[src/rtl/m3inv_pkg.sv]
// Shared widths and types for the 3x3 fixed-point matrix inverse.
package m3inv_pkg;

  localparam int ELEMENT_WIDTH = 32;
  localparam int FRACTION_BITS = 16;

  localparam int ElemW    = ELEMENT_WIDTH;
  localparam int ProdW    = 2 * ElemW;
  localparam int CofW     = 2 * ElemW + 1;
  localparam int PpW      = 2 * ElemW + 1;
  localparam int DetW     = 3 * ElemW + 3;
  localparam int NumW     = CofW + 2 * FRACTION_BITS;
  localparam int NumHiW   = NumW - ElemW;
  localparam int RemW     = DetW + 1;
  localparam int LaneLat  = ElemW + 2;
  localparam int FrontLat = 5;
  localparam int NumElem  = 9;
  localparam int TdataW   = ((NumElem * ElemW + 7) / 8) * 8;
  localparam int TuserW   = 2;

  typedef logic signed [ElemW-1:0] elem_t;
  typedef logic signed [ProdW-1:0] prod_t;
  typedef logic signed [CofW-1:0]  cof_t;
  typedef logic signed [PpW-1:0]   pp_t;
  typedef logic signed [DetW-1:0]  det_t;
  typedef logic [DetW-1:0]         dmag_t;

  typedef struct packed {
    logic [ElemW-1:0] q;
    logic             ovf;
  } lane_res_t;

endpackage

[src/rtl/m3inv_merge.sv]
// Merge of the lane results with singular handling, output register and skid.
module m3inv_merge import m3inv_pkg::*; (
  input  logic              clk_i,
  input  logic              rst_ni,
  input  lane_res_t         res_i [NumElem],
  input  logic              sing_i,
  input  logic              vld_i,
  output logic              en_o,
  output logic              m_axis_tvalid,
  input  logic              m_axis_tready,
  output logic [TdataW-1:0] m_axis_tdata,
  output logic [TuserW-1:0] m_axis_tuser
);

  logic [TdataW-1:0] data_d, out_data_q, skid_data_q;
  logic [TuserW-1:0] user_d, out_user_q, skid_user_q;
  logic              out_vld_q, skid_vld_q;
  logic              ovf_any;
  logic              take;

  always_comb begin
    data_d  = '0;
    ovf_any = 1'b0;
    for (int n = 0; n < NumElem; n++) begin
      data_d[n*ElemW +: ElemW] = sing_i ? '0 : res_i[n].q;
      ovf_any = ovf_any | res_i[n].ovf;
    end
    user_d = {ovf_any & ~sing_i, sing_i};
  end

  assign en_o = ~skid_vld_q;
  assign take = out_vld_q & m_axis_tready;

  always_ff @(posedge clk_i or negedge rst_ni) begin
    if (!rst_ni) begin
      out_vld_q  <= 1'b0;
      skid_vld_q <= 1'b0;
    end else if (skid_vld_q) begin
      if (take) begin
        skid_vld_q <= 1'b0;
      end
    end else if (vld_i) begin
      if (out_vld_q && !m_axis_tready) begin
        skid_vld_q <= 1'b1;
      end
      out_vld_q <= 1'b1;
    end else if (take) begin
      out_vld_q <= 1'b0;
    end
  end

  always_ff @(posedge clk_i) begin
    if (skid_vld_q) begin
      if (take) begin
        out_data_q <= skid_data_q;
        out_user_q <= skid_user_q;
      end
    end else if (vld_i) begin
      if (out_vld_q && !m_axis_tready) begin
        skid_data_q <= data_d;
        skid_user_q <= user_d;
      end else begin
        out_data_q <= data_d;
        out_user_q <= user_d;
      end
    end
  end

  assign m_axis_tvalid = out_vld_q;
  assign m_axis_tdata  = out_data_q;
  assign m_axis_tuser  = out_user_q;

endmodule

[config.mk]
export PLATFORM = sky130hd
export DESIGN_NAME = m3inv_merge
export DESIGN_NICKNAME = d
export VERILOG_FILES = /design/src/rtl/m3inv_pkg.sv /design/src/rtl/m3inv_merge.sv
export SDC_FILE = /design/constraint.sdc
export NUM_CORES = 1
export LEC_CHECK = 0
export BUFFER_PORTS_ARGS = -buffer_cell sky130_fd_sc_hd__buf_2
export CAP_MARGIN = 10
export CORE_AREA = 4 4 232 234
export CTS_CLUSTER_DIAMETER = 50
export CTS_CLUSTER_SIZE = 20
export DETAILED_ROUTE_END_ITERATION = 6
export DIE_AREA = 0 0 236 238
export PLACE_DENSITY = 0.66
export SETUP_SLACK_MARGIN = 0.15
export SYNTH_ARGS = -nofsm -noshare
export SYNTH_HDL_FRONTEND = slang
export SYNTH_SLANG_ARGS = --single-unit
[constraint.sdc]
create_clock -name clk_i -period 37.2 [get_ports clk_i]
set_input_delay 5.58 -clock clk_i [delete_from_list [all_inputs] [get_ports clk_i]]
set_output_delay 5.58 -clock clk_i [all_outputs]
set_load 0.05 [all_outputs]
# --- Word level (Yosys, flattened, before mapping) ---
# Cells that the tools add are included.
word_totals:
  input_bits: 302
  mem_bits_ro: 0
  ramBits: 0
  latch_bits: 0
  mem_count: 0
  register_bits: 582
  out_inout_bits: 292
  word_cells: 50
classes:
  shift: 0
  n_addsub: 0
  magnitude_cmp: 0
  n_div: 0
  n_mul: 0
  muxes: 23
  n_eq_ne: 2
  n_reduce_logical: 7
  n_bitwise: 12
op_table:
  columns: ["operator", "count"]
  rows:
  - ["288-bit two-way mux", 4]
  - ["32-bit two-way mux", 9]
  - ["2-bit two-way mux", 4]
  - ["1-bit bitwise OR", 8]
  - ["1-bit two-way mux", 6]
  - ["3-bit AND reduction", 2]
  - ["2-bit nonzero test", 2]
  - ["1-bit AND", 2]
  - ["2-bit by 1-bit != test with 1-bit output (second input constant)", 1]
  - ["2-bit != test (second input constant)", 1]
  - ["1-bit inverter", 2]
  - ["2-bit AND reduction", 1]
  - ["1-bit logical AND", 1]
  - ["1-bit logical NOT", 1]

# --- Longest topological paths before layout ---
# Gate-level depths: netlist of the first run.
logic_depth:
  word_depth: 12
  mapped_depth: 5
  ltp_nobuf: 3

# --- Worst setup path after synthesis of the first run ---
# No wires, ideal clock.
synth_path:
  path_kind: "input port to flip-flop"
  from: "input m_axis_tready"
  to: "register skid_data_q[0] (enable)"
  path_stages: 1
  arrival_time_ns: 33.050
  required_time_ns: 35.535
  n_path_buf: 0
  slack_ns: 2.486
  path_cell_list: "nor4bb_1"
synth_via:
  elab_chain_len: 3
synth_lines:
  columns: ["element", "line", "rtl"]
  rows:
  - ["start: declaration", "m3inv_merge.sv:10", "input logic m_axis_tready,"]
  - ["1-bit logical NOT", "m3inv_merge.sv:59", "if (out_vld_q && !m_axis_tready) begin"]
  - ["1-bit logical AND", "m3inv_merge.sv:59", null]
  - ["3-bit AND reduction (no source line)", null, null]
  - ["end signal: assignment", "m3inv_merge.sv:60", "skid_data_q <= data_d;"]
  - ["end: declaration", "m3inv_merge.sv:15", "logic [TdataW-1:0] data_d, out_data_q, skid_data_q;"]
# Every way passes these cells.
# A chain may end at the register's enable or synchronous reset.

# --- Final worst setup path of the first run ---
layout_path:
  from: "register skid_vld_q"
  to: "output en_o"
layout_via:
  elab_chain_len: 1
layout_lines:
  columns: ["element", "line", "rtl"]
  rows:
  - ["start: declaration", "m3inv_merge.sv:17", "logic out_vld_q, skid_vld_q;"]
  - ["start signal: assignment", "m3inv_merge.sv:37", "skid_vld_q <= 1'b0;"]
  - ["start signal: assignment", "m3inv_merge.sv:40", "skid_vld_q <= 1'b0;"]
  - ["start signal: assignment", "m3inv_merge.sv:44", "skid_vld_q <= 1'b1;"]
  - ["1-bit inverter (no source line)", null, null]
  - ["end: declaration", "m3inv_merge.sv:8", "output logic en_o,"]
# Every way passes these cells.

==> results by group, run 1 <==
Run status
  • Status: completed

Place
  • Dpl cell area: 26,600 sq um
  • Post-DP HPWL: 36.5 mm
  • Gpl congestion: 0.785
  • Placed cells: 2,468
  • Port Buffers: 593

Timing
  • Sum Neg Setup Slack: 0 ns
  • Slew margin rel.: 0.301
  • RSZ-0062 raised after global routing: no
  • Worst-case clock skew: 0.0261 ns
  • Final period utilization: 0.205
  • Slew @ Worst Pin: 1.05 ns
  • Tmin final: 7.63 ns
  • Final count of hold timing violations: 0
  • Achievable Freq: 0.131 GHz
  • # setup viols final: 0
  • Fin. max-slew vios: 0

Layout
  • Layout cells sized above 1: 0.524
  • Synthesis-to-finish area growth: 23.2%
  • Multi-input combinational cell area: 5210 sq um
  • Most frequent cells in the layout: buf_2 (592), edfxtp_1 (580), nor2b_1 (288)
  • Finished Core Util: 0.549
  • Most common cell after layout, fill and taps aside: buf_2
  • Post-Layout Cell Count: 2,584
  • Fin area: 28,600 sq um
  • Fill count: 4,216
  • Register area: 17,500 sq um
  • Fin nets: 2,140

Clocking
  • CTS sink cnt: 582
  • Worst-path clk slew: 0.07 ns
  • Post-CTS Setup Repair Bufs: 0
  • Post_cts resized: 0
  • H-Tree Level Count: 2
  • Hold buffer count at cts: 0
  • Skew-Pair Late Insertion Delay: 0.59 ns
  • Num CTS Buffers: 56
  • CTS root buffer: clkbuf_16
  • CTS Buffer Depth: 3
  • CTS tree: built

Synth
  • Largest cells by area after synthesis: edfxtp_1 (75%), mux2_2 (13%), nor2b_1 (7.8%)
  • Largest area contributor in the netlist: edfxtp_1
  • Syn Nets: 1,540
  • Cell area after synthesis: 23,200 sq um
  • Post-synthesis cell count: 1,238
  • Synth top area share: 0.751
  • Yosys reg bits: 582
  • Mean post-synth cell area: 18.7 sq um
  • Post-synthesis sequential area ratio: 0.753
  • Syn. warnings: 0
  • Synth cell types: 18

Global route
  • Global-route wire length before repair: 81.9 mm
  • Vias in the first global route: 13,300
  • Initial antenna violation count: 23
  • All-layer global routing usage: 0.188
  • Largest net degree at the start of global routing: 155
  • Overflow after GRT: 0

Setup path
  • Worst-path maximum fanout: 85
  • CP Cell Sequence: inv_8, buf_2
  • Critical Path Source Type: flip-flop
  • Crit path DAT: 2.05 ns
  • Slowest stage cell, crit path: inv_8
  • Bufs and invs on worst path: 2
  • Family with the most delay on the worst path: buffers and inverters
  • Worst R2R Start: skid_vld_q
  • Critical Path Source: skid_vld_q
  • Delay of the slowest critical-path stage: 0.54 ns
  • Critical Path End Type: output pin
  • Setup CP Type: flip-flop to output pin
  • Worst EP required: 31.62 ns

Floorplanning
  • Vert. Die Dim: 238 um
  • Starting Density: 0.446
  • Site Rows: 84
  • CORE AREA: 52,000 sq um
  • Top-Level Pins: 594
  • Die Span X: 236 um
  • Die Area: 56,200 sq um

Hold path
  • Min-Delay Path Class: flip-flop to flip-flop
  • Hold Crit Start: skid_data_q[215]

Routing
  • Via-per-instance ratio: 4.97
  • Antenna-violating nets left: 0
  • DR vias: 12,800
  • DR DRC count: 0
  • DR iter-0 viols: 728
  • WL/cell: 21.3 um
  • DRT Pass-1 Iters: 4
  • Drt total wl: 55.1 mm

Pwr
  • P per Cell Area: 89.5 nW/um^2
  • Tot Pwr: 2.56 mW
  • Worst vdd ir: 49.2 uV
  • Lkg Pwr: 10.9 nW

Run
  • MaxCap Viol Count: 0
-- worst register-to-register path, delay by kind of cell (launching register included) --
kind,cells,cell delay (ns)
DFF,1,0.52
AOI/OAI and AO/OA,1,0.07
and+or+nand+nor,2,0.26
buffers and inverters,2,1.61
-- synth_stat cells (all sizes together) --
master  instances
nor4bb          1
a21oi           3
nor2            4
a31oi           1
nor3            1
mux2          290
nor4            1
edfxtp        580
dfrtp           2
nand2           1
buf            64
a22o            1
nor2b         288
inv             1
-- power by group --
part           switching, mW  internal, mW  total (mW)
registers             0.0504         0.966        1.02
logic                  0.729         0.233       0.962
clock network          0.270         0.310       0.579
total                   1.05          1.51        2.56
-- state kept, by name (all words and copies together) (netlist names) --
signal / flops
skid_data_q: 288
m_axis_tuser: 2
m_axis_tvalid: 1
skid_user_q: 2
skid_vld_q: 1
m_axis_tdata: 288
-- cells by family (layout without fill, tap and decap cells) --
family / after synthesis / after routing / synth area share
flip-flops: 582 / 582 / 0.753
AND/OR/NAND/NOR: 296 / 296 / 0.0794
multiplexers: 290 / 290 / 0.143
buffers and inverters: 65 / 712 / 0.0233
AO/OA/AOI/OAI: 5 / 5 / 0.00129
other: 0 / 11 / 0
-- final timing paths --
| check | end | slack [ns] | depth (start not counted) |
|---|---|---|---|
| worst min register to register | m_axis_tdata[215] | 0.53 | 1 |
| max in group asynchronous | skid_vld_q | 32.35 | 1 |
| worst max-delay path | en_o | 29.57 | 2 |
| min in group asynchronous | m_axis_tvalid | 4.75 | 1 |
| worst min-delay path | m_axis_tdata[215] | 0.53 | 1 |
| worst max register to register | m_axis_tdata[111] | 34.27 | 5 |
-- layout make-up --
| type | count | area share |
|---|---|---|
| sequential | 582 | 0.611 |
| tap | 688 | 0.0301 |
| timing repair buffer | 606 | 0.108 |
| clock buffer | 59 | 0.0494 |
| multi-input combinational | 591 | 0.182 |
| clock inverter | 46 | 0.0174 |
| inverter | 1 | 0.000394 |
| antenna | 11 | 0.000963 |
-- metal layers --
layer  wire, um  GRT usage  share of wire  vias to the layer above
li1           -          -              -                     5853
met1      21900      0.238           0.40                     6366
met2      25900      0.297           0.47                      505
met3       5600     0.0762           0.10                      104
met4       1590     0.0625          0.029                       16
met5        115          0         0.0021                        -
-- per-stage QoR --
step	setup WS (ns)	hold WS, ns
2_1_floorplan	2.49	0.501
3_3_place_gp	29.11	0.509
3_5_place_dp	29.12	0.514
4_1_cts	29.50	0.531
5_1_grt	29.45	0.546
6_report	29.57	0.529
Power figures use the tool's default switching activity.
==> inputs of run 2 (changes only) <==
Settings changed: ABC_AREA set to 1, CORE_AREA 4 4 232 234 to 4 4 231 233, DIE_AREA 0 0 236 238 to 0 0 235 237, PLACE_DENSITY 0.66 to 0.72.
Clock period 37.2 ns to 6.82 ns, I/O delays scaled along.
==> results by group, run 2 <==
Setup path
  • Critical Path Source Type: flip-flop
  • CP Cell Sequence: buf_4, a21oi_1, nor2_4, buf_12
  • Worst EP required: 7.00 ns
  • Critical Path End Type: flip-flop
  • Delay of the slowest critical-path stage: 0.78 ns
  • Setup CP Type: flip-flop to flip-flop
  • Flop2flop setup slack: 2.98 ns
  • Worst-path maximum fanout: 176
  • Slowest stage cell, crit path: dfrtp_4
  • Crit path DAT: 4.01 ns

Global route
  • Largest net degree at the start of global routing: 182
  • Global-route wire length before repair: 92.2 mm
  • Overflow after GRT: 0
  • Vias in the first global route: 16,600
  • All-layer global routing usage: 0.207
  • Initial antenna violation count: 11

Synth
  • Main synth FF type: edfxtp_1
  • Synth cell types: 16
  • Post-synthesis sequential area ratio: 0.716
  • Largest cells by area after synthesis: edfxtp_1 (71%), nand2_1 (13%), inv_1 (4.5%)
  • Syn. warnings: 0
  • Mux share of post-synthesis cell area: 0
  • Combinational family with the most area after synthesis: simple AND/OR/NAND/NOR gates
  • Post-synthesis cell count: 2,150
  • Simple-Gate Fraction of Synth Area: 0.211
  • Mean post-synth cell area: 11.3 sq um
  • Synth Area in Compound Gates: 0.000821
  • Post-synth EDFFs: 580
  • Async SR Flop Fraction: 0.00344
  • Cell area after synthesis: 24,400 sq um
  • Yosys reg bits: 582
  • Largest area contributor in the netlist: edfxtp_1
  • Adder-cell share of the synthesized area: 0
  • Synth top area share: 0.714
  • Xor/xnor share of the synthesized area: 0
  • Synth top cells by count: nand2_1 (871), edfxtp_1 (580), inv_1 (295), nor2_1 (197), nor2_4 (98)
  • Top-count cell post-synth: nand2_1
  • Syn Nets: 2,452

Timing
  • Slew margin rel.: 0.128
  • RSZ-0062 raised after global routing: no
  • Final count of hold timing violations: 0
  • Sum Neg Setup Slack: 0 ns
  • Achievable Freq: 0.261 GHz
  • Worst-case clock skew: 0.0233 ns
  • Hold WS: 0.216 ns
  • Slew @ Worst Pin: 1.31 ns
  • # setup viols final: 0
  • Tmin final: 3.84 ns
  • Fin. max-slew vios: 0
  • Final period utilization: 0.562

Layout
  • Synthesis-to-finish area growth: 21.0%
  • Most common cell after layout, fill and taps aside: nand2_1
  • Most frequent cells in the layout: nand2_1 (871), buf_2 (592), edfxtp_1 (580)
  • Multi-input combinational cell area: 5170 sq um
  • Register area: 17,500 sq um
  • Fill count: 4,261
  • Layout cells sized above 1: 0.288
  • Fin nets: 3,014

Pwr
  • Switching part of the total power: 0.433
  • Worst vdd ir: 351 uV
  • Lkg Pwr: 13.6 nW
  • Clock group share of total power: 0.221
  • Combinational Power Share: 0.364
  • Internal power: 7.71 mW
  • Psw: 5.88 mW
  • Register share of total power: 0.415
  • P per Cell Area: 460 nW/um^2

Routing
  • DR DRC count: 0
  • DR iter-0 viols: 1,421
  • WL/cell: 17.5 um
  • Drt total wl: 60.1 mm
  • Via-per-instance ratio: 4.79
  • Antenna-violating nets left: 0
  • DRT Pass-1 Iters: 5
  • DR vias: 16,500

Clocking
  • CTS tree: built
  • CTS sink cnt: 582
  • CTS root buffer: clkbuf_16
  • Post_cts resized: 0
  • H-Tree Level Count: 2
  • Worst-path clk slew: 0.08 ns
  • Num CTS Buffers: 52
  • Hold buffer count at cts: 0
  • CTS Buffer Depth: 3
  • Skew-Pair Late Insertion Delay: 0.58 ns
  • Post-CTS Setup Repair Bufs: 0

Floorplanning
  • Vert. Die Dim: 237 um
  • Starting Density: 0.476
  • Die Span X: 235 um
  • Die Area: 55,700 sq um
  • CORE AREA: 51,200 sq um
  • Top-Level Pins: 594
  • Site Rows: 83

Run
  • MaxCap Viol Count: 0

Place
  • Port Buffers: 593
  • Post-DP HPWL: 39.7 mm
  • Gpl congestion: 0.849

Run status
  • Status: completed

Hold path
  • Min-Delay Path Class: primary input to async pin
==> run 2: final timing paths <==
kind | from | end | depth (start not counted)
setup / recovery | skid_vld_q | m_axis_tdata[262] | 4
hold / removal | rst_ni | skid_vld_q | 1
setup reg to reg | skid_vld_q | m_axis_tdata[262] | 4
hold reg to reg | skid_data_q[194] | m_axis_tdata[194] | 2
max in group asynchronous | rst_ni | skid_vld_q | 1
min in group clk_i | skid_data_q[194] | m_axis_tdata[194] | 2
==> run 2: critical path, delay by kind of cell, from the launching register on <==
kind	cells	cell delay (ns)
AOI/OAI and AO/OA	1	0.26
buffers and inverters	2	1.22
DFF	1	0.78
and+or+nand+nor	1	0.66
==> run 2: cells by family (layout without fill, tap and decap cells) <==
| family | after synthesis | in the layout |
|---|---|---|
| AO/OA/AOI/OAI | 4 | 4 |
| other | 0 | 6 |
| AND/OR/NAND/NOR | 1170 | 1170 |
| buffers and inverters | 394 | 998 |
| flip-flops | 582 | 582 |
==> run 2: power groups by stage <==
stage | Combinational, mW | Clock [mW] | Sequential, mW
floorplan | 1.31 | 0 | 8.13
global placement | 4.92 | 0 | 5.69
detailed placement | 4.98 | 0 | 5.69
CTS | 4.99 | 3.08 | 5.64
global route | 5.22 | 3.23 | 5.70
finish | 4.94 | 3.01 | 5.64
==> run 2: routing by layer <==
layer	global-route usage	part of all wire	up-vias
met5	0	0.0010	-
li1	-	-	7890
met3	0.0481	0.080	116
met4	0.0791	0.031	10
met1	0.263	0.39	7794
met2	0.349	0.50	680
==> run 2: through the flow <==
step | utilization | worst slack [ns] | area, sq um | cells | total power, mW
after floorplan | - | 0.790 | 24400 | 2150 | 9.44
after global placement | 0.542 | 3.15 | 27700 | 3338 | 10.6
after detailed placement | 0.542 | 3.10 | 27700 | 3338 | 10.7
after CTS | 0.576 | 3.09 | 29500 | 3434 | 13.7
after global routing | 0.576 | 2.81 | 29500 | 3438 | 14.1
final | 0.577 | 2.98 | 29500 | 3440 | 13.6
==> run 2: area by class of cell <==
| class | count | area share |
|---|---|---|
| Inverter | 297 | 0.0380 |
| Antenna cell | 6 | 0.000509 |
| Tap cell | 680 | 0.0288 |
| Clock inverter | 38 | 0.0139 |
| Clock buffer | 58 | 0.0456 |
| Sequential cell | 582 | 0.592 |
| Timing Repair Buffer | 605 | 0.106 |
| Multi-Input combinational cell | 1174 | 0.175 |
